==> src/tps_pkg.sv <==
// ============================================================================
// tps_pkg
// Shared types, constants and the sine function of the turtle path stepper.
// ============================================================================
package tps_pkg;

    localparam int MAX_STEPS_DEF   = 64;
    localparam int QUEUE_DEPTH_DEF = 2;
    localparam int POS_FRAC_BITS   = 8;
    localparam int ANGLE_FRAC_BITS = 7;

    localparam int DIV_W = 24;
    localparam int DVS_W = 16;

    localparam logic [16:0] QUARTER_TURN = 17'(90 << ANGLE_FRAC_BITS);
    localparam logic [16:0] FULL_TURN    = 17'(360 << ANGLE_FRAC_BITS);
    localparam logic [14:0] SIN_ONE      = 15'd16384;
    localparam int          SCALE_SHIFT  = 14;

    localparam logic [1:0] CFG_STEP_LENGTH = 2'd0;
    localparam logic [1:0] CFG_TURN_STEP   = 2'd1;
    localparam logic [1:0] CFG_LIMIT_X     = 2'd2;
    localparam logic [1:0] CFG_LIMIT_Y     = 2'd3;

    typedef enum logic [1:0] {
        OP_FORWARD = 2'd0,
        OP_ROTATE  = 2'd1,
        OP_COLOR   = 2'd2,
        OP_CLEAR   = 2'd3
    } op_t;

    typedef enum logic [3:0] {
        ST_IDLE,
        ST_DIVN,
        ST_DIVL,
        ST_WRAP,
        ST_SIN,
        ST_COS,
        ST_MUL,
        ST_RND,
        ST_STEP
    } state_t;

    typedef struct packed {
        op_t         op;
        logic [15:0] distance;
        logic [18:0] mag;
        logic        neg;
        logic [23:0] color;
    } cmd_t;

    typedef struct packed {
        logic [10:0] step_length;
        logic [15:0] turn_step;
        logic [10:0] limit_x;
        logic [10:0] limit_y;
    } cfg_t;

    typedef struct packed {
        logic             start;
        logic [DIV_W-1:0] dividend;
        logic [DVS_W-1:0] divisor;
    } div_req_t;

    typedef struct packed {
        logic             done;
        logic [DIV_W-1:0] quotient;
        logic [DVS_W-1:0] remainder;
    } div_rsp_t;

    localparam logic [14:0] SIN_TABLE [0:90] = '{
        15'd0,     15'd286,   15'd572,   15'd857,   15'd1143,  15'd1428,  15'd1713,
        15'd1997,  15'd2280,  15'd2563,  15'd2845,  15'd3126,  15'd3406,  15'd3686,
        15'd3964,  15'd4240,  15'd4516,  15'd4790,  15'd5063,  15'd5334,  15'd5604,
        15'd5872,  15'd6138,  15'd6402,  15'd6664,  15'd6924,  15'd7182,  15'd7438,
        15'd7692,  15'd7943,  15'd8192,  15'd8438,  15'd8682,  15'd8923,  15'd9162,
        15'd9397,  15'd9630,  15'd9860,  15'd10087, 15'd10311, 15'd10531, 15'd10749,
        15'd10963, 15'd11174, 15'd11381, 15'd11585, 15'd11786, 15'd11982, 15'd12176,
        15'd12365, 15'd12551, 15'd12733, 15'd12911, 15'd13085, 15'd13255, 15'd13421,
        15'd13583, 15'd13741, 15'd13894, 15'd14044, 15'd14189, 15'd14330, 15'd14466,
        15'd14598, 15'd14726, 15'd14849, 15'd14968, 15'd15082, 15'd15191, 15'd15296,
        15'd15396, 15'd15491, 15'd15582, 15'd15668, 15'd15749, 15'd15826, 15'd15897,
        15'd15964, 15'd16026, 15'd16083, 15'd16135, 15'd16182, 15'd16225, 15'd16262,
        15'd16294, 15'd16322, 15'd16344, 15'd16362, 15'd16374, 15'd16382, 15'd16384
    };

    function automatic logic [14:0] quarter_sin(input logic [13:0] a);
        logic [6:0]  d;
        logic [6:0]  f;
        logic [14:0] lo;
        logic [14:0] hi;
        logic [21:0] prod;
        d = a[13:ANGLE_FRAC_BITS];
        f = a[ANGLE_FRAC_BITS-1:0];
        if (d >= 7'd90) begin
            return SIN_ONE;
        end
        lo   = SIN_TABLE[d];
        hi   = SIN_TABLE[d + 7'd1];
        prod = 22'(hi - lo) * 22'(f) + 22'(1 << (ANGLE_FRAC_BITS - 1));
        return lo + 15'(prod >> ANGLE_FRAC_BITS);
    endfunction

    function automatic logic signed [15:0] full_sin(input logic [16:0] a);
        logic [14:0] m;
        logic        neg;
        if (a < QUARTER_TURN) begin
            m   = quarter_sin(a[13:0]);
            neg = 1'b0;
        end else if (a < (QUARTER_TURN << 1)) begin
            m   = quarter_sin(14'((QUARTER_TURN << 1) - a));
            neg = 1'b0;
        end else if (a < (QUARTER_TURN * 3)) begin
            m   = quarter_sin(14'(a - (QUARTER_TURN << 1)));
            neg = 1'b1;
        end else begin
            m   = quarter_sin(14'(FULL_TURN - a));
            neg = 1'b1;
        end
        return neg ? -$signed({1'b0, m}) : $signed({1'b0, m});
    endfunction

endpackage

==> src/tps_div.sv <==
// ============================================================================
// tps_div
// Restoring divider that produces one quotient bit per cycle.
// ============================================================================
module tps_div (
    input  logic              clk,
    input  logic              rst_n,
    input  tps_pkg::div_req_t req,
    output tps_pkg::div_rsp_t rsp
);

    localparam int DW = tps_pkg::DIV_W;
    localparam int VW = tps_pkg::DVS_W;
    localparam int NW = $clog2(DW + 1);

    logic          busy_reg;
    logic          done_reg;
    logic [NW-1:0] cnt_reg;
    logic [VW-1:0] rem_reg;
    logic [DW-1:0] quo_reg;
    logic [VW-1:0] dvs_reg;
    logic [VW:0]   trial;
    logic          fits;

    assign trial = {rem_reg, quo_reg[DW-1]};
    assign fits  = (trial >= {1'b0, dvs_reg});

    assign rsp.done      = done_reg;
    assign rsp.quotient  = quo_reg;
    assign rsp.remainder = rem_reg;

    always_ff @(posedge clk or negedge rst_n)
    begin
        if (!rst_n)
        begin
            busy_reg <= 1'b0;
            done_reg <= 1'b0;
            cnt_reg  <= '0;
        end
        else
        begin
            done_reg <= 1'b0;
            if (req.start)
            begin
                busy_reg <= 1'b1;
                cnt_reg  <= NW'(DW);
            end
            else if (busy_reg)
            begin
                cnt_reg <= cnt_reg - 1'b1;
                if (cnt_reg == NW'(1))
                begin
                    busy_reg <= 1'b0;
                    done_reg <= 1'b1;
                end
            end
        end
    end

    always_ff @(posedge clk)
    begin
        if (req.start)
        begin
            rem_reg <= '0;
            quo_reg <= req.dividend;
            dvs_reg <= req.divisor;
        end
        else if (busy_reg)
        begin
            rem_reg <= fits ? VW'(trial - {1'b0, dvs_reg}) : trial[VW-1:0];
            quo_reg <= {quo_reg[DW-2:0], fits};
        end
    end

endmodule

==> config.mk <==
export PLATFORM = sky130hd
export DESIGN_NAME = tps_div
export DESIGN_NICKNAME = d
export VERILOG_FILES = /design/src/tps_pkg.sv /design/src/tps_div.sv
export SDC_FILE = /design/constraint.sdc
export NUM_CORES = 1
export LEC_CHECK = 0
export BUFFER_PORTS_ARGS = -buffer_cell sky130_fd_sc_hd__clkbuf_2
export CAP_MARGIN = 10
export CORE_MARGIN = 8
export CORE_UTILIZATION = 50
export CTS_CLUSTER_DIAMETER = 80
export CTS_CLUSTER_SIZE = 40
export DETAILED_ROUTE_END_ITERATION = 8
export PLACE_DENSITY = 0.75
export SLEW_MARGIN = 10
export SYNTH_ARGS = -nofsm -noshare
export SYNTH_HDL_FRONTEND = slang
export SYNTH_SLANG_ARGS = --single-unit
==> constraint.sdc <==
create_clock -name clk -period 3.9 [get_ports clk]
set_clock_uncertainty 0.05 [all_clocks]
set_input_delay 0.585 -clock clk [delete_from_list [all_inputs] [get_ports clk]]
set_output_delay 0.585 -clock clk [all_outputs]
set_load 0.02 [all_outputs]
==> results.py <==
metrics = {
    "pwr": {
        "p_int_mw": 1.79,
        "net-switching-power_mw": 1.14,
        "ir_drop_v": 0.000391,
        "combPwrFrac_pct": 45.2,
        "swShare_pct": 39.0,
        "power_mw": 2.93,
        "power_density_nw_per_um2": 704,
        "seqPwrFrac_pct": 33.3,
        "p_clk_share_pct": 21.5,
        "leakage_nw": 1.82,
    },
    "layout": {
        "area_delta_synth_final_pct": 19.5,
        "antenna_cells": 0,
        "fin_util_pct": 61.7,
        "drive_above_1_share_pct": 35.4,
        "design_area_sq_um": 4170,
        "largest_reg_flops": 24,
        "final_nets": 452,
    },
    "detailed_routing": {
        "drc": 0,
        "via_count": 2622,
        "routed_wl_um": 7600,
        "drt-pass1-iter-count": 4,
        "postRouteAntennaNets": 0,
        "wire_per_inst_um": 16.0,
        "first_iter_violations": 93,
        "via_per_inst": 5.52,
    },
    "cts": {
        "numClockSinks": 63,
        "root_buffer": "clkbuf_8",
        "clk_pin_slew_worst_paths_ns": 0.07,
        "cts_tree": "done",
        "cts_resized": 0,
        "clockBufferDepth": 2,
        "cts_buffers": 9,
        "clk_latency_ns": 0.35,
        "post-cts-setup-buffer-count": 0,
        "postCtsHoldBufs": 0,
        "htree_levels": 3,
    },
    "floorplanning": {
        "io_pins": 84,
        "dieArea_sq_um": 9900,
        "initial_core_util_pct": 51.6,
        "die_height_um": 99.5,
        "coreArea_sq_um": 6760,
        "num_rows": 30,
        "die_w_um": 99.5,
    },
    "grt": {
        "grt_first_pass_wirelength_um": 12000,
        "grt_max_degree": 33,
        "grt_overflow_total": 0,
        "grt_pass1_vias": 2557,
        "grt_antenna_before_repair": 0,
        "grtUsageTotal_pct": 15.4,
    },
    "logic_synthesis": {
        "synth_edf_count": 40,
        "synth_compound_area_share_pct": 14.1,
        "synth_area_sq_um": 3490,
        "ys_types": 59,
        "synthSimpleGateAreaFrac_pct": 10.9,
        "yosys-top-cells-count": "edfxtp_1 (40), inv_1 (24), mux2_2 (24)",
        "yosysSeqAreaShare_pct": 48.7,
        "synth.most_common_cell": "edfxtp_1",
        "synth-xor-area-share_pct": 4.02,
        "yosys_most_used_dff": "edfxtp_1",
        "synthAdderAreaFrac_pct": 7.03,
        "synth_top_cell_by_area": "edfxtp_1",
        "syn_nets": 369,
        "synth_area_per_cell_sq_um": 11.4,
        "ys.warnings.count": 0,
        "synthMuxAreaShare_pct": 10.5,
        "ys_seq_elements": 63,
        "synth_area_leaders": "edfxtp_1 (34%), dfxtp_1 (9.2%), mux2_2 (7.8%)",
        "synthCells": 307,
        "synth_top_family_by_area": "compound AO/OA/AOI/OAI gates",
        "async_reset_ff_share_pct": 11.1,
        "netlist.area_leader.share_pct": 34.4,
    },
    "sta": {
        "finalCritPeriodShare_pct": 69.9,
        "fin_setup_tns_ns": 0,
        "layout_setup_ws_ns": 1.17,
        "drv_slew": 0,
        "rsz0062_at_grt": "false",
        "fmax_ghz": 0.367,
        "worst_pin_slew_ns": 0.827,
        "finalSetupViolCount": 0,
        "max_slew_margin_pct": 44.9,
        "fin_crit_ns": 2.73,
        "final-hold-violation-count": 0,
    },
    "setup_path": {
        "crit_type": "flop to flop",
        "endpoint_kind": "flop",
        "slowest_stage": "a211o_4",
        "crit_path_max_fanout": 23,
        "max_stage_delay_ns": 0.48,
        "cp_cell_sequence": "ha_1 > a211oi_2 > o221ai_2 > a221o_1 > a211o_4 > nor4bb_1 > or3_1",
        "worstPathArrival_ns": 2.91,
        "cp-start-kind": "flop",
        "worstPathRequired_ns": 4.08,
        "crit_family": "compound AO/OA/AOI/OAI gates",
        "path_buf_inv": 0,
    },
    "placement": {
        "gp_congestion": 0.848,
        "port_buffers": 83,
        "place_area_sq_um": 3950,
        "dp_hpwl_um": 5620,
        "dp_slack_ns": 1.20,
    },
    "outcome": {
        "outcome": "completed",
    },
    "run": {
        "max_cap_violations": 0,
    },
    "worst_hold_path": {
        "hp-class": "input pin to async pin",
    },
}
-- layout make-up --
| class | count | area, sq um |
|---|---|---|
| Tap cell | 80 | 100 |
| Fill cell | 539 | 2590 |
| Timing Repair Buffer | 86 | 438 |
| Clock buffer | 9 | 124 |
| Sequential cell | 63 | 1700 |
| Inverter | 24 | 90.1 |
| Multi-Input combinational cell | 206 | 1620 |
| Clock inverter | 7 | 96.3 |
-- layout by cell type (no fill, tap or decap), types with 3 or more instances in the layout --
master / instances
mux2i_1: 8
clkbuf_2: 83
edfxtp_1: 40
nor2_1: 21
nand3_1: 3
xnor2_1: 10
a211oi_2: 3
buf_4: 3
nand2_1: 14
o21ai_0: 8
dfrtp_1: 7
a21o_1: 4
ha_1: 18
dfxtp_1: 16
nor2b_1: 3
mux2_2: 24
or3b_2: 4
clkbuf_8: 9
xor2_1: 6
or3_1: 6
a21oi_1: 11
o31ai_1: 3
nand2b_1: 4
o21a_1: 4
a211oi_1: 9
nor3_1: 4
inv_1: 24
-- cell families (layout without fill, tap and decap cells) --
group | count (synthesis) | count (layout)
simple gates | 72 | 72
compound gates | 66 | 66
mux | 33 | 33
fa+ha+maj | 19 | 19
flops | 63 | 63
buf+inv | 38 | 126
xor+xnor | 16 | 16
-- through the flow --
step / instances / hold slack [ns]
global route: 475 / 0.0224
CTS: 475 / 0.0123
global placement: 459 / 0.380
finish: 475 / 0.0153
detailed placement: 459 / 0.383
floorplan: 307 / 0.239
-- layer usage --
metal	GRT usage, %	vias up	part of all wire (%)
li1	-	1297	-
met1	17.9	1247	42
met2	25.8	68	52
met3	3.56	10	4.7
met4	8.27	0	1.7
met5	0	-	0
-- power groups by stage --
stage / combinational (mW) / sequential, mW / clock (mW)
after global placement: 1.31 / 0.985 / 0
after global routing: 1.47 / 0.998 / 0.669
final: 1.33 / 0.977 / 0.630
after floorplan: 0.917 / 1.11 / 0
after CTS: 1.33 / 0.978 / 0.644
after detailed placement: 1.32 / 0.993 / 0
-- final timing paths --
kind / startpoint / to / slack, ns / cells after the start
worst min register to register: rem_reg[2] / rem_reg[2] / 0.47 / 2
min in group clk: req[6] / dvs_reg[6] / 0.36 / 1
worst max-delay path: rem_reg[7] / rem_reg[1] / 1.17 / 7
worst max register to register: rem_reg[7] / rem_reg[1] / 1.17 / 7
worst min-delay path: rst_n / cnt_reg[2] / 0.02 / 1
max in group asynchronous: rst_n / cnt_reg[0] / 3.62 / 1
No activity file was read; power rests on OpenSTA's default activity.
