$ cat src/tps_pkg.sv
// ============================================================================
// tps_pkg
// Shared types, constants and the sine function of the turtle path stepper.
// ============================================================================
package tps_pkg;

    localparam int MAX_STEPS_DEF   = 64;
    localparam int QUEUE_DEPTH_DEF = 2;
    localparam int POS_FRAC_BITS   = 8;
    localparam int ANGLE_FRAC_BITS = 7;

    localparam int DIV_W = 24;
    localparam int DVS_W = 16;

    localparam logic [16:0] QUARTER_TURN = 17'(90 << ANGLE_FRAC_BITS);
    localparam logic [16:0] FULL_TURN    = 17'(360 << ANGLE_FRAC_BITS);
    localparam logic [14:0] SIN_ONE      = 15'd16384;
    localparam int          SCALE_SHIFT  = 14;

    localparam logic [1:0] CFG_STEP_LENGTH = 2'd0;
    localparam logic [1:0] CFG_TURN_STEP   = 2'd1;
    localparam logic [1:0] CFG_LIMIT_X     = 2'd2;
    localparam logic [1:0] CFG_LIMIT_Y     = 2'd3;

    typedef enum logic [1:0] {
        OP_FORWARD = 2'd0,
        OP_ROTATE  = 2'd1,
        OP_COLOR   = 2'd2,
        OP_CLEAR   = 2'd3
    } op_t;

    typedef enum logic [3:0] {
        ST_IDLE,
        ST_DIVN,
        ST_DIVL,
        ST_WRAP,
        ST_SIN,
        ST_COS,
        ST_MUL,
        ST_RND,
        ST_STEP
    } state_t;

    typedef struct packed {
        op_t         op;
        logic [15:0] distance;
        logic [18:0] mag;
        logic        neg;
        logic [23:0] color;
    } cmd_t;

    typedef struct packed {
        logic [10:0] step_length;
        logic [15:0] turn_step;
        logic [10:0] limit_x;
        logic [10:0] limit_y;
    } cfg_t;

    typedef struct packed {
        logic             start;
        logic [DIV_W-1:0] dividend;
        logic [DVS_W-1:0] divisor;
    } div_req_t;

    typedef struct packed {
        logic             done;
        logic [DIV_W-1:0] quotient;
        logic [DVS_W-1:0] remainder;
    } div_rsp_t;

    localparam logic [14:0] SIN_TABLE [0:90] = '{
        15'd0,     15'd286,   15'd572,   15'd857,   15'd1143,  15'd1428,  15'd1713,
        15'd1997,  15'd2280,  15'd2563,  15'd2845,  15'd3126,  15'd3406,  15'd3686,
        15'd3964,  15'd4240,  15'd4516,  15'd4790,  15'd5063,  15'd5334,  15'd5604,
        15'd5872,  15'd6138,  15'd6402,  15'd6664,  15'd6924,  15'd7182,  15'd7438,
        15'd7692,  15'd7943,  15'd8192,  15'd8438,  15'd8682,  15'd8923,  15'd9162,
        15'd9397,  15'd9630,  15'd9860,  15'd10087, 15'd10311, 15'd10531, 15'd10749,
        15'd10963, 15'd11174, 15'd11381, 15'd11585, 15'd11786, 15'd11982, 15'd12176,
        15'd12365, 15'd12551, 15'd12733, 15'd12911, 15'd13085, 15'd13255, 15'd13421,
        15'd13583, 15'd13741, 15'd13894, 15'd14044, 15'd14189, 15'd14330, 15'd14466,
        15'd14598, 15'd14726, 15'd14849, 15'd14968, 15'd15082, 15'd15191, 15'd15296,
        15'd15396, 15'd15491, 15'd15582, 15'd15668, 15'd15749, 15'd15826, 15'd15897,
        15'd15964, 15'd16026, 15'd16083, 15'd16135, 15'd16182, 15'd16225, 15'd16262,
        15'd16294, 15'd16322, 15'd16344, 15'd16362, 15'd16374, 15'd16382, 15'd16384
    };

    function automatic logic [14:0] quarter_sin(input logic [13:0] a);
        logic [6:0]  d;
        logic [6:0]  f;
        logic [14:0] lo;
        logic [14:0] hi;
        logic [21:0] prod;
        d = a[13:ANGLE_FRAC_BITS];
        f = a[ANGLE_FRAC_BITS-1:0];
        if (d >= 7'd90) begin
            return SIN_ONE;
        end
        lo   = SIN_TABLE[d];
        hi   = SIN_TABLE[d + 7'd1];
        prod = 22'(hi - lo) * 22'(f) + 22'(1 << (ANGLE_FRAC_BITS - 1));
        return lo + 15'(prod >> ANGLE_FRAC_BITS);
    endfunction

    function automatic logic signed [15:0] full_sin(input logic [16:0] a);
        logic [14:0] m;
        logic        neg;
        if (a < QUARTER_TURN) begin
            m   = quarter_sin(a[13:0]);
            neg = 1'b0;
        end else if (a < (QUARTER_TURN << 1)) begin
            m   = quarter_sin(14'((QUARTER_TURN << 1) - a));
            neg = 1'b0;
        end else if (a < (QUARTER_TURN * 3)) begin
            m   = quarter_sin(14'(a - (QUARTER_TURN << 1)));
            neg = 1'b1;
        end else begin
            m   = quarter_sin(14'(FULL_TURN - a));
            neg = 1'b1;
        end
        return neg ? -$signed({1'b0, m}) : $signed({1'b0, m});
    endfunction

endpackage

$ cat src/tps_front.sv
// ============================================================================
// tps_front
// Input handshake and command classification; pushes decoded items to the queue.
// ============================================================================
module tps_front (
    input  logic                 in_valid,
    output logic                 in_ready,
    input  logic [1:0]           operation,
    input  logic [15:0]          distance,
    input  logic signed [18:0]   turn_angle,
    input  logic [23:0]          new_color,
    input  logic                 q_full,
    output logic                 q_push,
    output tps_pkg::cmd_t        q_item
);

    tps_pkg::op_t op;

    assign in_ready = !q_full;
    assign q_push   = in_valid && !q_full;

    always_comb
    begin
        unique case (operation)
            tps_pkg::OP_FORWARD: op = tps_pkg::OP_FORWARD;
            tps_pkg::OP_ROTATE:  op = tps_pkg::OP_ROTATE;
            tps_pkg::OP_COLOR:   op = tps_pkg::OP_COLOR;
            default:             op = tps_pkg::OP_CLEAR;
        endcase
    end

    always_comb
    begin
        q_item.op       = op;
        q_item.distance = distance;
        q_item.neg      = turn_angle[18];
        q_item.mag      = turn_angle[18] ? 19'(-turn_angle) : 19'(turn_angle);
        q_item.color    = new_color;
    end

endmodule

$ cat config.mk
export PLATFORM = sky130hd
export DESIGN_NAME = tps_front
export DESIGN_NICKNAME = d
export VERILOG_FILES = /design/src/tps_pkg.sv /design/src/tps_front.sv
export SDC_FILE = /design/constraint.sdc
export NUM_CORES = 1
export LEC_CHECK = 0
export BUFFER_PORTS_ARGS = -buffer_cell sky130_fd_sc_hd__buf_2
export CORE_UTILIZATION = 28
export DETAILED_ROUTE_END_ITERATION = 12
export GPL_TIMING_DRIVEN = 0
export PLACE_DENSITY = 0.82
export SYNTH_ARGS = -nofsm -noshare
export SYNTH_HDL_FRONTEND = slang
export SYNTH_SLANG_ARGS = --single-unit
export TNS_END_PERCENT = 1
$ cat constraint.sdc
create_clock -name vclk -period 2.1
set_input_delay 0.315 -clock vclk [all_inputs]
set_output_delay 0.315 -clock vclk [all_outputs]
set_load 0.02 [all_outputs]
==> results of run 1 <==
[layout by cell type, fill, tap and decap left out, types with 2 or more instances in the layout]
cell type,instances
buf_6,2
inv_1,4
buf_2,79
nand2_1,8
o21ai_0,5
clkbuf_1,4
o31ai_1,3
nand3_2,2
nand2b_1,2
nor4_4,2
xnor2_1,15
buf_4,45
[metal layers]
layer  vias up  share of wire (%)
li1        464                  -
met5         -                  0
met3         0                8.3
met4         0                  0
met2        57                 55
met1       407                 36
[final timing paths]
kind / depth (start not counted) / startpoint / endpoint
worst max-delay path: 6 / turn_angle[2] / q_item[39]
worst min-delay path: 2 / operation[1] / q_item[61]
[logic make-up (layout without fill, tap and decap cells)]
logic type,count (synthesis),after routing,share of synthesized area [%]
XOR/XNOR,16,16,19.4
AND/OR/NAND/NOR,22,22,18.7
AO/OA/AOI/OAI,13,13,12.2
adder cells (fa/ha/maj),1,1,1.74
buffers and inverters,50,135,47.9
[area by class of cell]
type | instances | area, µm²
inverters | 4 | 15.0
fillers | 255 | 1160
multi-input cells | 52 | 453
plain buffers | 46 | 330
repair buffers | 85 | 455
well taps | 30 | 37.5
[stage by stage]
step | total power [µW] | util [%] | setup slack [ps]
after floorplan | 225 | - | 130
final | 352 | 52.6 | 53.6
after CTS | 337 | 48.5 | 13.2
after detailed placement | 336 | 48.3 | -76.5
after global placement | 332 | 48.3 | -114
after global routing | 379 | 52.6 | -36.7
[what timing repair did]
item | 4_1_cts | 5_1_grt
setup buffers | 0 | 1
resized for setup | 1 | 20
setup endpoints to repair | 3 | 7
gates cloned | 0 | 0
pin swaps | 0 | 4
[power by group through the flow]
stage / Combinational [µW] / Sequential (µW) / Clock (µW)
after floorplan: 225 / 0 / 0
final: 352 / 0 / 0
after global routing: 379 / 0 / 0
after CTS: 337 / 0 / 0
after detailed placement: 336 / 0 / 0
after global placement: 332 / 0 / 0
==> metrics.csv, run 1 <==
stage;metric;value;unit
run_status;outcome;finished, final reports clean;
global_routing;largest net degree at the start of global routing;11;
timing;unrepaired setup endpoints after global routing;yes;
route;first drt pass iteration count;4;
route;vias;928;
route;Post-DRT Antenna Nets;0;
die;Die Height;52.7;µm
placed_design;post-DP HPWL;1740;µm
global_routing;grt met2 use;24.5;%
die;# IOs;127;
die;Rows;18;
cells_and_area;layout cell share with drive strength beyond 1;74.3;%
route;DR WL/cell;9.41;µm
cells_and_area;seq_cells;0;
yosys;largest cells by area after synthesis;buf_4 44%, xnor2_1 18%, nand2_1 4.2%;
global_routing;vias in the first global route;683;
setup_path;WS Path Type;in -> out;
global_routing;antenna violations before repair;0;
yosys;Synth top area share;43.8;%
global_routing;first-pass GRT wire length;2620;µm
pwr;Seq pwr share;0;%
pwr;Clock Power Share;0;%
pwr;VDD IR max;0.169;mV
timing;Hold WS;839;ps
die;starting density of the core;29.4;%
clocking;cts hold-fix bufs;0;
placed_design;Port Buffers;84;
global_routing;met3 Use GR;0.580;%
timing;normalized max-slew margin;66.4;%
yosys;synthesized area per cell;7.07;µm²
cells_and_area;ant diodes;0;
route;vias per std cell;4.28;
pwr;Pleak;0.000689;µW
timing;Final Critical Period;2050;ps
timing;fin crit share;97.4;%
yosys;top cells by count, synth;42 x buf_4, 15 x xnor2_1, 8 x nand2_1;
yosys;area leader, netlist;buf_4;
cells_and_area;final cell count without fillers;217;
global_routing;GRT Overall Usage;11.6;%
yosys;synth unique cells;21;
pwr;Logic pwr share;100.0;%
setup_path;CP delay by family, top;simple AND/OR/NAND/NOR gates;
pwr;switching share of total power;54.9;%
pwr;switching power;193;µW
route;DRC;0;
yosys;cells after synthesis;102;
setup_path;critical path cell sequence;buf_8, nor4_4, nand3_2, o41ai_4, xnor2_1, buf_4;
cells_and_area;FF+latch area;0;µm²
placed_design;Post-DP Area;0.00118;mm²
timing;Total Neg Setup Slack;0;ps
timing;endpoints failing hold;0;
setup_path;CP peak stage delay;430;ps
route;DRT iter0 DRCs;6;
placed_design;Placed Cells;216;
cells_and_area;fin area;0.00129;mm²
timing;worst slew pin tran;504;ps
die;full die area;0.00278;mm²
pwr;Power Dens Cells;273;mW/mm²
setup_path;worst path required time;1780;ps
route;final WL;2040;µm
yosys;top-count cell post-synth;buf_4;
timing;# setup viols final;0;
global_routing;busiest grt layer;met2;
flow_run;Max Cap Viol;0;
setup_path;critical path launch point type;input port;
timing;achievable frequency;489;MHz
yosys;register area share after synthesis;0;%
yosys;Synth Warn #;0;
setup_path;Slowest-stage cell, CP;nor4_4;
global_routing;gr ovfl total;0;
yosys;Mapped Area;721;µm²
pwr;P_int;159;µW
yosys;Mapped Nets;166;
setup_path;WP data arrival;1730;ps
setup_path;crit end category;primary output;
timing;final slew viol count;0;
placed_design;Routability Congestion;0.688;
die;core area;0.00245;mm²
global_routing;met1 usage;13.0;%
cells_and_area;nets;253;
die;Die X;52.7;µm
cells_and_area;Area growth syn-to-layout;79.2;%
setup_path;Crit path buffers/inverters;2;
hold_path;worst hold path class;in -> out;
setup_path;CP Max Fanout;6;
cells_and_area;# clk buffers;0;
(Power assumes the default switching activity.)
==> inputs of run 2 (changes only) <==
- BUFFER_PORTS_ARGS: -buffer_cell sky130_fd_sc_hd__buf_2 -> unset
- CORE_AREA: unset -> 2 2 49 51
- CORE_UTILIZATION: 28 -> unset
- DIE_AREA: unset -> 0 0 51 53
- DONT_BUFFER_PORTS: unset -> 1
- PLACE_DENSITY: 0.82 -> 0.45
==> run 2 against run 1 <==
Final cell count is 40% lower; maximum frequency is 0.97% higher; design area is 40% lower; critical path depth is 3 lower; flip-flop and latch count stayed put; wire length is 17% lower; worst hold slack worse by 150 ps; largest cell class is now multi-input combinational cells.
==> metrics.csv, run 2 (synthesis gave the netlist of run 1 again) <==
stage;metric;value;unit;change
pwr;Logic pwr share;100.0;%;about the same
run_status;outcome;finished, final reports clean;;
timing;fin crit share;96.5;%;-0.94 points
setup_path;WS Path Type;in -> out;;
setup_path;crit end category;primary output;;
route;vias per std cell;4.78;;+12%
cells_and_area;ant diodes;0;;unchanged
cells_and_area;commonest non-fill, non-tap cell in the layout;buf_4;;
placed_design;Placed Cells;130;;-40%
cells_and_area;commonest cells after routing, fill and taps aside;42 x buf_4, 15 x xnor2_1, 8 x nand2_1, 5 x o21ai_0;;
placed_design;Port Buffers;0;;-100%
setup_path;critical path launch point type;input port;;
route;DRC;0;;unchanged
route;first drt pass iteration count;3;;-1
cells_and_area;Post-Route Utilization;36.1;%;-16 points
timing;unrepaired setup endpoints after global routing;no;;
pwr;P_int;86.0;µW;-46%
hold_path;Hold EP;q_item[43];;
pwr;switching power;150;µW;-22%
global_routing;gr ovfl total;0;;unchanged
die;# IOs;127;;unchanged
die;core area;0.00215;mm²;-12%
setup_path;crit path from;turn_angle[13];;
setup_path;CP Max Fanout;3;;-3
route;vias;622;;-33%
global_routing;largest net degree at the start of global routing;11;;unchanged
pwr;Pleak;0.000328;µW;-52%
timing;Final Critical Period;2030;ps;-19.8 ps
global_routing;antenna violations before repair;0;;unchanged
die;Die X;51;µm;-3.3%
cells_and_area;# clk buffers;0;;unchanged
cells_and_area;Area growth syn-to-layout;7.64;%;
cells_and_area;FF+latch area;0;µm²;unchanged
route;final WL;1700;µm;-17%
pwr;Power Dens Cells;305;mW/mm²;+12%
timing;normalized max-slew margin;54.5;%;-12 points
placed_design;post-DP HPWL;1510;µm;-13%
timing;final slew viol count;0;;unchanged
cells_and_area;layout cell share with drive strength beyond 1;48.0;%;-26 points
setup_path;WP data arrival;1710;ps;-20 ps
pwr;Clock Power Share;0;%;unchanged
hold_path;worst hold path class;in -> out;;
timing;achievable frequency;493;MHz;+0.97%
global_routing;GRT Overall Usage;9.20;%;-2.4 points
pwr;switching share of total power;63.6;%;+8.7 points
flow_run;Max Cap Viol;0;;unchanged
hold_path;min-delay src;turn_angle[17];;
hold_path;hold path cells;1;;-1
route;DRT iter0 DRCs;4;;-2
route;Post-DRT Antenna Nets;0;;unchanged
global_routing;first-pass GRT wire length;2000;µm;-23%
global_routing;vias in the first global route;476;;-30%
placed_design;Routability Congestion;0.693;;+0.68%
timing;Final WS setup;73.4;ps;+19.8 ps
pwr;Seq pwr share;0;%;unchanged
timing;endpoints failing hold;0;;unchanged
clocking;cts hold-fix bufs;0;;unchanged
timing;# setup viols final;0;;unchanged
clocking;post-CTS setup buffers;0;;unchanged
cells_and_area;Layout fillers;239;;-6.3%
route;DR WL/cell;13.1;µm;+39%
cells_and_area;final cell count without fillers;130;;-40%
cells_and_area;nets;168;;-34%
timing;worst slew pin tran;676;ps;+171 ps
die;Die Height;53;µm;+0.50%
cells_and_area;footprint of the multi-input gates;395;µm²;-13%
placed_design;worst slack at placement;-14.0;ps;+62.5 ps
die;starting density of the core;33.5;%;+4.2 points
die;Rows;17;;-1
die;full die area;0.00270;mm²;-2.8%
setup_path;worst path required time;1780;ps;about the same
cells_and_area;seq_cells;0;;unchanged
pwr;VDD IR max;0.142;mV;-16%
## run 2: timing repair
item | 4_1_cts | 5_1_grt
gates resized for setup | 1 | 1
gates cloned | 0 | 0
setup endpoints to repair | 1 | 1
## run 2: how the worst max path moves through the flow
stage,endpoint,slack (ps),cells past startpoint
global placement,q_item[39],20,4
global route,q_item[38],20,4
finish,q_item[43],70,3
detailed placement,q_item[39],-10,4
floorplan,q_item[43],130,3
CTS,q_item[43],80,3
## run 2: through the flow
stage               total power (µW)  setup TNS, ps  instance area [µm²]  hold WS (ps)
floorplan                        225              0                  727           682
global placement                 239              0                  762           686
detailed placement               238          -14.0                  762           687
CTS                              239              0                  768           687
global route                     250              0                  776           686
finish                           236              0                  776           687
## run 2: power groups by stage
stage / Sequential (µW) / Clock (µW) / Combinational, µW
floorplan: 0 / 0 / 225
global placement: 0 / 0 / 239
CTS: 0 / 0 / 239
global route: 0 / 0 / 250
detailed placement: 0 / 0 / 238
finish: 0 / 0 / 236
## run 2: critical path, stage by stage
cell and delay, ps:
or4_4 530, or3_4 350, nor4_2 510
## run 2: layout make-up
type               count  share of cell area (%)
plain buffers         46                    42.6
inverters              4                    1.94
well taps             28                    4.52
multi-input cells     52                    51.0
## run 2: layer usage
| metal | part of all wire (%) | GRT usage [%] | up-vias |
|---|---|---|---|
| met5 | 0 | 0 | - |
| met4 | 0 | 0 | 0 |
| met3 | 16 | 1.13 | 0 |
| met2 | 53 | 19.9 | 64 |
| met1 | 31 | 9.76 | 265 |
| li1 | - | - | 293 |
==> inputs of run 3 (changes only) <==
--- a/config.mk
+++ b/config.mk
@@ -7,8 +7,7 @@
 export LEC_CHECK = 0
-export CORE_AREA = 2 2 49 51
+export CORE_UTILIZATION = 26
 export DETAILED_ROUTE_END_ITERATION = 12
-export DIE_AREA = 0 0 51 53
 export DONT_BUFFER_PORTS = 1
 export GPL_TIMING_DRIVEN = 0
-export PLACE_DENSITY = 0.45
+export PLACE_DENSITY = 0.37
 export SYNTH_ARGS = -nofsm -noshare
==> constraint.sdc (replaced) <==
create_clock -name vclk -period 2.1
set_input_delay 0.315 -clock vclk [all_inputs]
set_output_delay 0.315 -clock vclk [all_outputs]
set_load 0.1 [all_outputs]
==> run 3 against run 2 <==
The flow now finishes with violations (setup timing); via count grew 5.8%; worst setup slack got worse by 580 ps; sequential share of layout area unchanged; flip-flop and latch count did not move; count of clock-buffer cells in the layout unchanged; design area is 41% higher; maximum frequency decreased by 22%; first-iteration DRC count shrank 50%; non-clock buffer count did not move; core utilization increased by 6.9 points; critical endpoint unchanged.
==> metrics.csv, run 3 (synthesis gave the netlist of run 1 again) <==
stage;metric;value;unit;change
clocking;post-CTS setup buffers;0;;unchanged
global_routing;largest net degree at the start of global routing;11;;unchanged
setup_path;WP data arrival;2290;ps;+580 ps
cells_and_area;FF+latch area;0;µm²;unchanged
route;DR WL/cell;13.4;µm;+2.2%
route;vias;658;;+5.8%
cells_and_area;commonest non-fill, non-tap cell in the layout;buf_4;;
die;Die Height;54.7;µm;+3.1%
cells_and_area;Area growth syn-to-layout;51.7;%;
cells_and_area;fin area;0.00109;mm²;+41%
global_routing;vias in the first global route;543;;+14%
cells_and_area;Post-Route Utilization;43.0;%;+6.9 points
timing;worst slew pin tran;1330;ps;+653 ps
die;Rows;18;;+1
timing;endpoints failing hold;0;;unchanged
timing;# setup viols final;11;;+11
timing;Final WS setup;-507;ps;-581 ps
setup_path;WS Path Type;in -> out;;
timing;achievable frequency;384;MHz;-22%
route;Post-DRT Antenna Nets;0;;unchanged
pwr;VDD IR max;0.484;mV;+240%
placed_design;post-DP HPWL;1570;µm;+4.4%
placed_design;Routability Congestion;0.670;;-3.2%
timing;fin crit share;124;%;+28 points
pwr;post-route total power;808;µW;+240%
die;core area;0.00254;mm²;+18%
run_status;violated checks;setup timing;;
die;starting density of the core;28.3;%;-5.2 points
flow_run;Max Cap Viol;0;;unchanged
global_routing;busiest grt layer;met2;;
route;DRT iter0 DRCs;2;;-2
cells_and_area;seq_cells;0;;unchanged
global_routing;gr ovfl total;0;;unchanged
setup_path;crit end category;primary output;;
die;full die area;0.00299;mm²;+10%
route;DRC;0;;unchanged
clocking;cts repair resizes;15;;+14
global_routing;GRT Overall Usage;10.5;%;+1.3 points
placed_design;Port Buffers;0;;unchanged
setup_path;critical path launch point type;input port;;
hold_path;worst hold path class;in -> out;;
cells_and_area;Layout fillers;247;;+3.3%
run_status;outcome;finished, violations left;;
global_routing;met1 usage;12.3;%;+2.5 points
timing;Final Critical Period;2610;ps;+581 ps
cells_and_area;commonest cells after routing, fill and taps aside;42 x buf_4, 15 x xnor2_4, 8 x nand2_1, 4 x clkbuf_1, 4 x inv_1;;
clocking;cts hold-fix bufs;0;;unchanged
cells_and_area;layout cell share with drive strength beyond 1;65.7;%;+18 points
timing;normalized max-slew margin;10.7;%;-44 points
timing;unrepaired setup endpoints after global routing;yes;;
route;final WL;1770;µm;+3.8%
route;first drt pass iteration count;2;;-1
setup_path;worst path required time;1780;ps;about the same
setup_path;CP Max Fanout;3;;unchanged
die;# IOs;127;;unchanged
die;Die X;54.7;µm;+7.2%
global_routing;first-pass GRT wire length;2350;µm;+17%
route;vias per std cell;4.98;;+4.2%
cells_and_area;nets;168;;unchanged
timing;final slew viol count;0;;unchanged
cells_and_area;ant diodes;0;;unchanged
global_routing;antenna violations before repair;0;;unchanged
global_routing;grt met2 use;20.7;%;+0.77 points
placed_design;Post-DP Area;900;µm²;+18%
pwr;Power Dens Cells;739;mW/mm²;+140%
cells_and_area;# clk buffers;0;;unchanged
global_routing;met3 Use GR;1.39;%;+0.26 points
pwr;Pleak;0.000444;µW;+35%
run 3: layer usage:
layer | vias to the layer above | routed length, µm
met1 | 300 | 520
met2 | 63 | 1030
met3 | 0 | 218
met4 | 0 | 0
li1 | 295 | -
met5 | - | 0
run 3: power breakdown:
group / internal (µW) / leakage [µW] / switching (µW)
logic: 142 / 0.000444 / 666
registers: 0 / 0 / 0
clock network: 0 / 0 / 0
total: 142 / 0.000444 / 666
run 3: critical path, cell delays in order:
cell and delay [ps]:
or4_4 530, or3_4 370, nor4_4 1080
run 3: area by class of cell:
| cell class | count | area, µm² | share of cell area [%] |
|---|---|---|---|
| Inverter | 4 | 15.0 | 1.37 |
| Buffer | 46 | 330 | 30.2 |
| Tap cell | 30 | 37.5 | 3.43 |
| Multi-Input combinational cell | 52 | 711 | 65.0 |
run 3: metrics by stage:
stage               cells  TNS (ps)  setup WS, ps  hold WS (ps)
CTS                   132     -2610          -516           749
floorplan             102     -4270          -487           745
detailed placement    132     -5130          -520           749
global route          132     -3620          -539           751
global placement      132     -8050          -671           749
finish                132     -1900          -507           748
run 3: path summary, 6_finish.rpt:
check      startpoint         end  slack (ps)  cells past startpoint
max    turn_angle[13]  q_item[43]        -510                      3
min    turn_angle[17]  q_item[43]         750                      1
