## src/tps_pkg.sv

```systemverilog
// ============================================================================
// tps_pkg
// Shared types, constants and the sine function of the turtle path stepper.
// ============================================================================
package tps_pkg;

    localparam int MAX_STEPS_DEF   = 64;
    localparam int QUEUE_DEPTH_DEF = 2;
    localparam int POS_FRAC_BITS   = 8;
    localparam int ANGLE_FRAC_BITS = 7;

    localparam int DIV_W = 24;
    localparam int DVS_W = 16;

    localparam logic [16:0] QUARTER_TURN = 17'(90 << ANGLE_FRAC_BITS);
    localparam logic [16:0] FULL_TURN    = 17'(360 << ANGLE_FRAC_BITS);
    localparam logic [14:0] SIN_ONE      = 15'd16384;
    localparam int          SCALE_SHIFT  = 14;

    localparam logic [1:0] CFG_STEP_LENGTH = 2'd0;
    localparam logic [1:0] CFG_TURN_STEP   = 2'd1;
    localparam logic [1:0] CFG_LIMIT_X     = 2'd2;
    localparam logic [1:0] CFG_LIMIT_Y     = 2'd3;

    typedef enum logic [1:0] {
        OP_FORWARD = 2'd0,
        OP_ROTATE  = 2'd1,
        OP_COLOR   = 2'd2,
        OP_CLEAR   = 2'd3
    } op_t;

    typedef enum logic [3:0] {
        ST_IDLE,
        ST_DIVN,
        ST_DIVL,
        ST_WRAP,
        ST_SIN,
        ST_COS,
        ST_MUL,
        ST_RND,
        ST_STEP
    } state_t;

    typedef struct packed {
        op_t         op;
        logic [15:0] distance;
        logic [18:0] mag;
        logic        neg;
        logic [23:0] color;
    } cmd_t;

    typedef struct packed {
        logic [10:0] step_length;
        logic [15:0] turn_step;
        logic [10:0] limit_x;
        logic [10:0] limit_y;
    } cfg_t;

    typedef struct packed {
        logic             start;
        logic [DIV_W-1:0] dividend;
        logic [DVS_W-1:0] divisor;
    } div_req_t;

    typedef struct packed {
        logic             done;
        logic [DIV_W-1:0] quotient;
        logic [DVS_W-1:0] remainder;
    } div_rsp_t;

    localparam logic [14:0] SIN_TABLE [0:90] = '{
        15'd0,     15'd286,   15'd572,   15'd857,   15'd1143,  15'd1428,  15'd1713,
        15'd1997,  15'd2280,  15'd2563,  15'd2845,  15'd3126,  15'd3406,  15'd3686,
        15'd3964,  15'd4240,  15'd4516,  15'd4790,  15'd5063,  15'd5334,  15'd5604,
        15'd5872,  15'd6138,  15'd6402,  15'd6664,  15'd6924,  15'd7182,  15'd7438,
        15'd7692,  15'd7943,  15'd8192,  15'd8438,  15'd8682,  15'd8923,  15'd9162,
        15'd9397,  15'd9630,  15'd9860,  15'd10087, 15'd10311, 15'd10531, 15'd10749,
        15'd10963, 15'd11174, 15'd11381, 15'd11585, 15'd11786, 15'd11982, 15'd12176,
        15'd12365, 15'd12551, 15'd12733, 15'd12911, 15'd13085, 15'd13255, 15'd13421,
        15'd13583, 15'd13741, 15'd13894, 15'd14044, 15'd14189, 15'd14330, 15'd14466,
        15'd14598, 15'd14726, 15'd14849, 15'd14968, 15'd15082, 15'd15191, 15'd15296,
        15'd15396, 15'd15491, 15'd15582, 15'd15668, 15'd15749, 15'd15826, 15'd15897,
        15'd15964, 15'd16026, 15'd16083, 15'd16135, 15'd16182, 15'd16225, 15'd16262,
        15'd16294, 15'd16322, 15'd16344, 15'd16362, 15'd16374, 15'd16382, 15'd16384
    };

    function automatic logic [14:0] quarter_sin(input logic [13:0] a);
        logic [6:0]  d;
        logic [6:0]  f;
        logic [14:0] lo;
        logic [14:0] hi;
        logic [21:0] prod;
        d = a[13:ANGLE_FRAC_BITS];
        f = a[ANGLE_FRAC_BITS-1:0];
        if (d >= 7'd90) begin
            return SIN_ONE;
        end
        lo   = SIN_TABLE[d];
        hi   = SIN_TABLE[d + 7'd1];
        prod = 22'(hi - lo) * 22'(f) + 22'(1 << (ANGLE_FRAC_BITS - 1));
        return lo + 15'(prod >> ANGLE_FRAC_BITS);
    endfunction

    function automatic logic signed [15:0] full_sin(input logic [16:0] a);
        logic [14:0] m;
        logic        neg;
        if (a < QUARTER_TURN) begin
            m   = quarter_sin(a[13:0]);
            neg = 1'b0;
        end else if (a < (QUARTER_TURN << 1)) begin
            m   = quarter_sin(14'((QUARTER_TURN << 1) - a));
            neg = 1'b0;
        end else if (a < (QUARTER_TURN * 3)) begin
            m   = quarter_sin(14'(a - (QUARTER_TURN << 1)));
            neg = 1'b1;
        end else begin
            m   = quarter_sin(14'(FULL_TURN - a));
            neg = 1'b1;
        end
        return neg ? -$signed({1'b0, m}) : $signed({1'b0, m});
    endfunction

endpackage

```

## src/tps_queue.sv

```systemverilog
// ============================================================================
// tps_queue
// Small command queue between the front and the back of the stepper.
// ============================================================================
module tps_queue #(
    parameter int DEPTH = tps_pkg::QUEUE_DEPTH_DEF
) (
    input  logic          clk,
    input  logic          rst_n,
    input  logic          push,
    input  tps_pkg::cmd_t push_item,
    output logic          full,
    input  logic          pop,
    output tps_pkg::cmd_t pop_item,
    output logic          empty
);

    localparam int PW = (DEPTH > 1) ? $clog2(DEPTH) : 1;
    localparam int CW = $clog2(DEPTH + 1);

    tps_pkg::cmd_t slots_reg [DEPTH];
    logic [PW-1:0] wr_ptr_reg;
    logic [PW-1:0] rd_ptr_reg;
    logic [CW-1:0] count_reg;

    assign full     = (count_reg == CW'(DEPTH));
    assign empty    = (count_reg == '0);
    assign pop_item = slots_reg[rd_ptr_reg];

    always_ff @(posedge clk)
    begin
        if (push)
        begin
            slots_reg[wr_ptr_reg] <= push_item;
        end
    end

    always_ff @(posedge clk or negedge rst_n)
    begin
        if (!rst_n)
        begin
            wr_ptr_reg <= '0;
            rd_ptr_reg <= '0;
            count_reg  <= '0;
        end
        else
        begin
            if (push)
            begin
                wr_ptr_reg <= (wr_ptr_reg == PW'(DEPTH - 1)) ? '0 : wr_ptr_reg + 1'b1;
            end
            if (pop)
            begin
                rd_ptr_reg <= (rd_ptr_reg == PW'(DEPTH - 1)) ? '0 : rd_ptr_reg + 1'b1;
            end
            if (push && !pop)
            begin
                count_reg <= count_reg + 1'b1;
            end
            else if (pop && !push)
            begin
                count_reg <= count_reg - 1'b1;
            end
        end
    end

endmodule

```

## config.mk

```make
export PLATFORM = sky130hd
export DESIGN_NAME = tps_queue
export DESIGN_NICKNAME = d
export VERILOG_FILES = /design/src/tps_pkg.sv /design/src/tps_queue.sv
export SDC_FILE = /design/constraint.sdc
export NUM_CORES = 1
export LEC_CHECK = 0
export ABC_AREA = 1
export BUFFER_PORTS_ARGS = -buffer_cell sky130_fd_sc_hd__buf_2
export CORE_MARGIN = 4
export CORE_UTILIZATION = 45
export CTS_CLUSTER_DIAMETER = 150
export DETAILED_ROUTE_END_ITERATION = 8
export PLACE_DENSITY = 0.8
export SETUP_SLACK_MARGIN = 0.2
export SLEW_MARGIN = 30
export SYNTH_ARGS = -nofsm -noshare
export SYNTH_HDL_FRONTEND = slang
export SYNTH_SLANG_ARGS = --single-unit
```

## constraint.sdc

```tcl
create_clock -name clk -period 7.5 [get_ports clk]
set_input_delay 0.375 -clock clk [delete_from_list [all_inputs] [get_ports clk]]
set_output_delay 0.375 -clock clk [all_outputs]
set_load 0.005 [all_outputs]
```

==> impl.org, run 1 <==
** Status
- The flow ran to the end, and the final reports show no timing, DRC or antenna violations.

** Floorplan
- Die Span Y :: approximately 110 um
- The floorplan has 38 rows.
- The die covers ~13000 um2.
- In this run the count of I/O pins placed on the die edge is 130.
- Core Box Area :: 10800 um2
- Once the floorplan was initialized, standard cells occupied 45.9% of the core.
- Die width :: 113 um

** Critical path
- The setup check on the worst reg-to-reg path leaves a slack of 5.90 ns.
- Startpoint class of the critical path :: flip-flop
- Start-to-end type of the worst setup path :: reg2out
- The startpoint identified for the worst register-to-register timing path is wr_ptr_reg.
- The critical path starts at rd_ptr_reg.
- Last element of the critical path :: pop_item[46]
- Data arrives at the worst endpoint at 2.47 ns.
- Measured in cells, the most critical reg-to-reg path has a length of 2.
- Along the worst path, the maximum fanout reaches 32.
- The worst register-to-register path ends at slots_reg[0][21].
- For the worst setup path, the data required time is ~7.1 ns.
- The worst setup path is captured at an output port.

** Pwr
- Worst VDD drop :: 248 uV
- Leakage dissipation :: ~0.0026 uW
- Dividing total power by cell area gives a power density of 378 nW/um2.

** Logic synthesis
- Count of distinct cell types in the synthesized netlist :: 14
- After synthesis, flip-flops and latches occupy around 77% of the total area.
- Number of synthesized register bits :: around 130
- Yosys printed 0 warnings.
- The number of nets in the synthesized netlist is 285.
- Syn_area_per_cell :: 22.8 um2
- After technology mapping, the gate count stands at ~220.
- Syn Std Cell Area :: 4980 um2

** Drt
- Via count normalized by instance count :: around 4.7
- Vias after detailed routing :: 2450
- Post-route DRC :: 0
- Post-detailed-route count of antenna-violating nets :: 0
- The final layout contains routed wiring with a total length of 8270 um.
- Before antenna repair, the detailed router went through 4 iterations.
- Average wire per cell in the routed design :: 16.0 um
- In this run, the number of DRC markers left after iteration 0 of detailed routing was 70.

** STA
- For the finished layout, the period the worst path requires is around 2.8 ns.
- Number of pins exceeding their max-slew limit in the final report :: 0
- TNS Setup :: 0 ns
- For the pin with the worst max-slew slack, the measured transition is about 0.84 ns.
- The final hold violation count was 0.
- Static timing analysis puts the maximum clock frequency at 352 MHz.
- Setup-violating endpoint count in the final report :: 0
- Hold is met by approximately 0.063 ns.
- Headroom to the max-slew limit came out at 44.0%.
- Setup repair after global routing left no endpoint under its margin.
- For the final database, setup skew stands at 0.00536 ns.
- Share of the cycle needed by the critical path after routing :: 37.9%

** Clocking
- Later-pin clock latency in the skew report :: 0.50 ns
- TritonCTS clock tree :: built
- Number of levels the H-tree was split into :: 4
- CTS Buf Count :: 17
- Buffer levels on the longest clock path :: 2
- CTS saw 128 sinks.
- Clock tree root buffer cell :: clkbuf_8
- After clock tree synthesis, the clock-pin slew on the worst setup and hold paths is 0.06 ns.

** Global routing
- Total Routing Usage GR :: a little over an eighth
- Vias in the first global route :: 2546
- The first global-routing pass estimated 12700 um of wire.
- Initial antenna violation count :: 1
- Global routing finished with a remaining overflow of 0.
- Largest net degree at the start of global routing :: 63

** Cells and area
- 0 antenna diodes ended up in the layout.
- Leading cell types in the layout, fill and taps excluded :: buf_2, edfxtp_1, mux2_4, clkbuf_16
- Post-route design area :: around 6200 um2
- At the end of the flow, the number of nets in the layout was 430.
- Most common library cell in the layout ignoring fill and taps :: buf_2
- Signed area change from the synthesized netlist to the final layout :: 25.1%
- The register with the most flip-flops in the layout has 124 of them.
- Final core occ :: 57.5%
- In the final layout, the share of cells above drive strength 1 is 59.3%.

** Place
- Routability-driven placement finished with a final weighted congestion of 0.676.
- Summing all placed instances gives a cell area of 5700 um2.
- Input and output buffers added on the ports amount to 129.

** Run
- Number of max-capacitance violations reported :: 0

** Hold path
- The tightest min-delay check is of the in2reg type.
area by class of cell:
class | count | area (um2)
timing repair buffer | 133 | 678
sequential | 128 | 3830
clock buffer | 24 | 450
clock inverter | 8 | 67.6
inverter | 7 | 26.3
fill | 840 | 4610
multi-input combinational | 76 | 1010
tap | 140 | 175
per-stage QoR:
step	power [uW]	setup WS [ns]	std cells
after floorplan	1510	4.00	218
after global placement	1660	5.17	483
after detailed placement	1670	5.15	483
after CTS	2390	4.59	516
after global routing	2470	4.50	516
final	2350	4.66	516
cell usage after synthesis (all sizes together):
cell	count	area, um2
xor2	2	17.5
ha	1	12.5
xnor2	1	8.76
dfrtp	4	100
nand3	1	5.00
buf	7	131
edfxtp	124	3720
nor2	3	11.3
nand2	5	18.8
nand4	1	6.26
inv	7	26.3
mux2	62	920
power by group:
group | switching (uW) | internal (uW) | leakage [uW]
clock | 264 | 444 | 0.000256
combinational | 250 | 357 | 0.00110
sequential | 84.6 | 955 | 0.00121
how the worst min path moves through the flow:
stage	from	endpoint	slack, ns	cells after the start
after floorplan	rst_n	count_reg[0]	0.08	0
after global placement	rst_n	count_reg[1]	0.19	1
after detailed placement	rst_n	count_reg[0]	0.19	1
after CTS	push_item[43]	slots_reg[1][43]	0.03	1
after global routing	push_item[48]	slots_reg[1][48]	0.03	1
final	push_item[43]	slots_reg[1][43]	0.06	1
kinds of logic (layout without fill, tap and decap cells):
family | count (synthesis) | in the layout | share of synthesized area [%]
xor+xnor | 3 | 3 | 0.528
fa+ha+maj | 1 | 1 | 0.251
buf+inv | 14 | 172 | 3.17
flops | 128 | 128 | 76.8
mux | 62 | 62 | 18.5
simple gates | 10 | 10 | 0.829
worst max-delay path: stages, from the launching register on:
cell and delay [ns]:
dfrtp_4 0.79, buf_4 0.59, mux2_2 0.41, buf_2 0.13
timing repair:
action | CTS | global route
setup buffers | 0 | 0
hold endpoints to repair | 4 | 0
endpoints found under the setup margin | 0 | 0
hold buffers | 1 | 0
resized for setup | 0 | 0
metal layers:
metal | GRT usage, % | share of wire, %
met1 | 14.4 | 39
met2 | 22.5 | 52
met3 | 5.56 | 7.6
met4 | 7.05 | 2.1
met5 | 0 | 0.12
(Power assumes the default switching activity.)
==> run 2, diff against run 1 <==
clock period = 2.7 ns   (was 7.5 ns; I/O delays follow)
==> run 2 against run 1 <==
Clock power rose to 2.8 times the previous value. Cell count rose by 13%. Flip-flop and latch count did not move. Worst hold slack improved by 0.29 ns. Largest cell class unchanged. Combinational power rose to 3.1 times the previous value. Clock skew barely moved. Count of clock-buffer cells in the layout fell by 7. Critical endpoint is now pop_item[41]. Total power rose to 2.9 times the previous value. Routed wire length rose by 13%. Core utilization rose by 6.7 points. Cell area rose by 12%.
==> impl.org, run 2 (synthesized netlist as in run 1, its figures left out) <==
** Status
- The run finished with clean final reports.

** Critical path
- Endpoint class of the critical path :: output port
- WP data required :: 2.57 ns (-4.55 ns)
- The worst setup path is of the reg2out kind.
- Crit-path slowest cell :: dfrtp_4
- The peak fanout along the critical path is 34 (+6.3%).
- The maximum cell stage delay along the critical path is 0.79 ns (about the same).
- CP delay by family, top :: flip-flops
- The data arrival time at the worst-slack endpoint is 2.17 ns (-0.30 ns).
- STA classifies the critical path startpoint as a flip-flop.
- The critical path goes through buf_12 > mux2_2 > buf_2.
- Total buffers and inverters traversed by the critical path :: 2 (unchanged)

** Clocking
- TritonCTS built the clock tree.
- The hold buffer count at cts was 66 (+65).
- CTS Buf Count :: 17 (unchanged)
- Post-CTS setup buffers :: 0 (unchanged)
- Clk sink count :: 128 (unchanged)
- The cell sitting at the root of the clock tree is a clkbuf_8.
- The H-tree level count came to 4 (unchanged).
- Clock Pin Slew Worst Setup and Hold Paths :: 0.06 ns (about the same)
- Later-pin clock latency in the skew report :: 0.50 ns (about the same)
- Buffer levels on the longest clock path :: 2 (unchanged)
- The number of cells upsized or downsized after cts is 0 (unchanged).

** Place
- Summed over all nets, the half-perimeter wirelength after detailed placement is 5570 um.
- The routability-driven placement congestion ratio is 0.713 (+5.6%).
- Total cell area at the placement stage :: 5760 um2 (+1.0%)
- Port Buffer Count :: 129 (unchanged)
- The setup slack after placement came to 0.891 ns (-4.26 ns).

** Cells and area
- Most common library cell in the layout ignoring fill and taps :: buf_2
- Proportion of layout cells with a drive suffix above 1 :: 51.4% (-8.0 points)
- Footprint of the flip-flops and latches :: 3830 um2 (unchanged)
- The antenna diode count was 0 (unchanged).
- Nets@finish :: 496 (+15%)
- The summed area of non-filler cells in the final layout is 6960 um2 (+12%).
- The footprint of the multi-input gates came to 1010 um2 (unchanged).
- The final-layout fill cell count was 758 (-9.8%).
- Signed area change from the synthesized netlist to the final layout :: 39.7%
- The number of flip-flops under the largest register name was 124 (unchanged).
- The utilization after layout came to 64.2% (+6.7 points).
- Leading cell types in the layout, fill and taps excluded :: buf_2, edfxtp_1, dlygate4sd3_1, mux2_4, clkbuf_16

** Pwr
- Worst VDD drop :: 461 uV (+86%)
- The leakage power figure is 0.00284 uW (+11%).
- Power per cell area :: 970 nW/um2 (+160%)

** Floorplan
- Core Box Area :: 10800 um2 (unchanged)
- Starting utilization of the core area :: 45.9% (unchanged)
- Placement row count :: 38 (unchanged)
- The top-level port count is 130 (unchanged).
- Die width :: 113 um (unchanged)
- The vertical die dimension was 113 um (unchanged).
- Area enclosed by the die boundary :: 12800 um2 (unchanged)

** Hold path
- The worst hold path belongs to the class in2reg.

** Global routing
- The via count of the first global-routing pass was 2924 (+15%).
- Initial antenna violation count :: 0 (-1)
- Total Routing Usage GR :: 15.0% (+1.6 points)
- Largest net degree at the start of global routing :: 35 (-44%)
- Global-route wire length before repair :: 14400 um (+14%)
- GRT Residual Overflow :: 0 (unchanged)

** STA
- Unrepaired setup endpoints after global routing :: no
- Worst-case clock skew :: 0.00542 ns (+0.0000593 ns)
- Fmax :: approximately 430 MHz
- The setup total negative slack was 0 ns (unchanged).
- Final critical-path setup slack :: 0.392 ns (-4.27 ns)
- Tightest Pin Transition :: 0.738 ns (-0.103 ns)
- Max-Slew Margin vs Limit :: 50.8% (+6.8 points)
- Share of the cycle needed by the critical path after routing :: 85.5%
- Tmin final :: 2.31 ns
- Setup-violating endpoint count in the final report :: 0 (unchanged)
- The total count of max-transition violations in the final report is 0 (unchanged).
- Number of failing hold endpoints at the final stage :: 0 (unchanged)

** Run
- The number of maximum-capacitance violations was 0 (unchanged).

** Drt
- Via count normalized by instance count :: 4.60 (-3.2%)
- Detailed-route wire length :: 9340 um (+13%)
- Post-detailed-route count of antenna-violating nets :: 0 (unchanged)
- Average wire per cell in the routed design :: 16.0 um (+0.11%)
- The count of vias placed by the detailed router was 2675 (+9.2%).
- Detailed-routing iteration count for the pre-antenna-repair pass :: 4 (unchanged)
- The initial detailed-routing violation count came to 114 (+63%).
- Post-route DRC :: 0 (unchanged)
run 2: routing by layer:
metal | wire, um | vias to the layer above | GRT usage [%]
li1 | - | 1274 | -
met1 | 3720 | 1299 | 16.2
met2 | 4960 | 91 | 26.7
met3 | 559 | 11 | 5.61
met4 | 101 | 0 | 5.37
met5 | 0 | - | 0
run 2: path summary, 6_finish.rpt:
kind	start	end	slack, ns	cells after the start
setup / recovery	rd_ptr_reg	pop_item[41]	0.39	3
hold / removal	push_item[18]	slots_reg[1][18]	0.35	2
setup reg to reg	wr_ptr_reg	slots_reg[1][42]	1.02	3
hold reg to reg	count_reg[1]	count_reg[1]	0.52	2
max in group asynchronous	rst_n	rd_ptr_reg	1.95	3
min in group asynchronous	rst_n	count_reg[1]	0.54	3
run 2: worst reg2reg max path: cells and delay by family, from the launching register on:
kind                   cells  cell delay, ns
buffers and inverters      2            0.86
flip-flops                 1            0.42
AND/OR/NAND/NOR            1            0.08
run 2: cell type report:
| type | count | area share [%] |
|---|---|---|
| Sequential cell | 128 | 55.0 |
| Timing Repair Buffer | 199 | 19.9 |
| Tap cell | 140 | 2.52 |
| Clock inverter | 15 | 1.74 |
| Multi-Input combinational cell | 76 | 14.5 |
| Clock buffer | 17 | 5.95 |
| Inverter | 7 | 0.378 |
run 2: power by group:
| group | switching [uW] | total [uW] | leakage (uW) | internal, uW |
|---|---|---|---|---|
| logic | 749 | 1860 | 0.00139 | 1110 |
| clock network | 806 | 2010 | 0.000241 | 1210 |
| registers | 234 | 2880 | 0.00121 | 2640 |
run 2: through the flow:
step           cells  total power, uW  hold WS, ns
6_report         582             6750        0.350
5_1_grt          582             7080        0.329
4_1_cts          582             6830        0.322
3_5_place_dp     484             4720      -0.0508
3_3_place_gp     484             4680      -0.0552
2_1_floorplan    218             4180       -0.161
==> run 3, diff against run 2 <==
PLACE_DENSITY = 0.82   (was 0.8)
clock period = 2 ns   (was 2.7 ns; I/O delays follow)
==> run 3 against run 2 <==
Cell area grew 1.1%. Clock skew about the same. Clock power grew 46%. Total power grew 40%. Worst hold slack worse by 0.025 ns. Sequential power grew 31%. Cell count rose by 0.17%. Critical endpoint is now pop_item[30]. Largest cell class unchanged.
==> impl.org, run 3 (synthesized netlist as in run 1, its figures left out) <==
** Status
- The run finished with clean final reports.

** Cells and area
- Max FFs per register :: 124 (unchanged)
- Fin cells :: 583 (+0.17%)
- Relative to the synthesized area, the layout overhead comes to 41.2%.
- The antenna diode count came to 0 (unchanged).
- The share of post-route cells with drive strength above 1 came to 50.8% (-0.57 points).
- The layout net count came to 497 (+0.20%).
- The library cells used most frequently in the layout, excluding fill and tap cells, are buf_2, edfxtp_1, dlygate4sd3_1, mux2_4, clkbuf_16.
- Most common library cell in the layout ignoring fill and taps :: buf_2

** Floorplan
- The number of standard-cell rows in the floorplan came to 38 (unchanged).
- Starting utilization of the core area :: 45.9% (unchanged)
- The top-level port count is 130 (unchanged).
- The horizontal die dimension is 113 um (unchanged).
- Area enclosed by the die boundary :: 12800 um2 (unchanged)
- Die Span Y :: 113 um (unchanged)
- Core Box Area :: 10800 um2 (unchanged)

** Clocking
- The number of buffers added by the clock tree synthesis step is 17 (unchanged).
- The clock-pin slew on the worst setup and hold paths was 0.06 ns (about the same).
- Buffer levels on the longest clock path :: 2 (unchanged)
- Number of levels the H-tree was split into :: 4 (unchanged)
- Clock tree root buffer cell :: clkbuf_8
- The clock latency reported for the late side of the worst-skew pair is 0.50 ns (about the same).
- The number of buffers inserted by post-CTS setup repair was 0 (unchanged).
- The number of sinks handled by clock tree synthesis came to 128 (unchanged).
- TritonCTS clock tree :: built

** STA
- TNS Setup :: 0 ns (unchanged)
- The final hold violation count is 0 (unchanged).
- Worst-case clock skew :: 0.00538 ns (-0.0000430 ns)
- Tightest Pin Transition :: 0.344 ns (-0.394 ns)
- Number of pins exceeding their max-slew limit in the final report :: 0 (unchanged)
- The worst slew margin relative to its limit is 77.1% (+26 points).
- Setup repair after global routing could not meet its margin everywhere.
- Setup-violating endpoint count in the final report :: 0 (unchanged)
- Share of the cycle needed by the critical path after routing :: 90.8%
- Fmax :: 551 MHz
- For the finished layout, the period the worst path requires is 1.82 ns.

** Drt
- Via count normalized by instance count :: 4.59 (-0.13%)
- The routed length per placed instance came to 15.8 um (-1.7%).
- The initial detailed-routing violation count is 105 (-7.9%).
- The count of vias placed by the detailed router came to 2676 (+0.037%).
- Post-detailed-route count of antenna-violating nets :: 0 (unchanged)
- Detailed-routing iteration count for the pre-antenna-repair pass :: 4 (unchanged)
- The total DRC errors in the routed layout was 0 (unchanged).
- Detailed-route wire length :: 9190 um (-1.6%)

** Critical path
- Total buffers and inverters traversed by the critical path :: 2 (unchanged)
- WP data required :: 1.90 ns (-0.67 ns)
- Endpoint class of the critical path :: output port
- Crit-path slowest cell :: dfrtp_4
- Startpoint class of the critical path :: flip-flop
- The data arrival time at the worst-slack endpoint is 1.72 ns (-0.45 ns).
- Crit-path cells :: buf_16 > mux2_4 > buf_2
- CP delay by family, top :: flip-flops
- Critical Path Fanout Max :: 31 (-8.8%)
- Start-to-end type of the worst setup path :: reg2out
- The maximum cell stage delay along the critical path is 0.53 ns (-0.26 ns).

** Global routing
- Initial antenna violation count :: 0 (unchanged)
- The global-route wire length before repair came to 14400 um (-0.33%).
- The maximum number of pins on one net before global-route repair came to 63 (+80%).
- Total Routing Usage GR :: 14.8% (-0.20 points)
- The residual overflow from global routing is 0 (unchanged).
- The via count of the first global-routing pass was 2940 (+0.55%).

** Pwr
- The total power per unit cell area came to 1340 nW/um2 (+38%).
- Leakage dissipation :: 0.00289 uW (+1.5%)
- Worst VDD drop :: 693 uV (+50%)

** Run
- Number of max-capacitance violations reported :: 0 (unchanged)

** Place
- The number of buffer cells added on primary ports came to 129 (unchanged).
- Placed Instances :: 484 (unchanged)
- The routability-driven placement congestion ratio came to 0.688 (-3.6%).
- The HPWL after detailed placement was 5270 um (-5.3%).

** Hold path
- The worst hold path belongs to the class in2reg.
[run 3: changes by cell type in the layout (fill, tap and decap cells not counted)]
cell / delta
clkinvlp_4: -4
buf_12: -2
bufinv_16: +2
inv_2: -1
clkbuf_16: +1
inv_6: -1
clkinv_4: +1
buf_16: +2
clkinv_1: -1
clkbuf_1: +4
[run 3: final cells by class]
type	count	area, um2
Clock buffer	21	429
Multi-Input combinational cell	76	1010
Timing Repair Buffer	200	1430
Tap cell	140	175
Clock inverter	11	140
Inverter	7	30.0
Fill cell	744	3800
Sequential cell	128	3830
[run 3: worst paths after layout]
path                               start                to  slack [ns]  cells after the start
max                           rd_ptr_reg      pop_item[30]        0.18                      3
min                        push_item[57]  slots_reg[0][57]        0.33                      2
max reg2reg                   wr_ptr_reg  slots_reg[1][30]        0.69                      3
min reg2reg                 count_reg[0]      count_reg[0]        0.56                      1
max in group asynchronous          rst_n        rd_ptr_reg        1.28                      3
min in group asynchronous          rst_n        rd_ptr_reg        0.51                      3
[run 3: report_power, final]
part           leakage (uW)  internal [uW]  switching (uW)  total (uW)
clock network      0.000271           1890            1040        2930
registers           0.00121           3570             186        3760
logic               0.00141           1590            1140        2730
[run 3: routing by layer]
metal / wire (um) / track usage (%)
met5: 0 / 0
met4: 116 / 5.77
met3: 504 / 4.65
met2: 5080 / 27.1
met1: 3500 / 15.7
[run 3: what timing repair did]
action                     CTS  global route
gates cloned                 0             1
hold buffers                66             0
resized for setup            1             1
setup endpoints to repair   11            62
hold endpoints to repair   131             0
[run 3: through the flow]
stage	power [uW]	hold slack (ns)	area [um2]	setup slack, ns	util, %
4_1_cts	9440	0.293	7000	0.144	64.6
2_1_floorplan	5640	-0.196	4990	0.200	-
5_1_grt	9870	0.305	7040	0.119	64.9
3_3_place_gp	6300	-0.0873	5770	0.727	53.2
3_5_place_dp	6370	-0.0855	5770	0.693	53.2
6_report	9410	0.325	7040	0.185	64.9
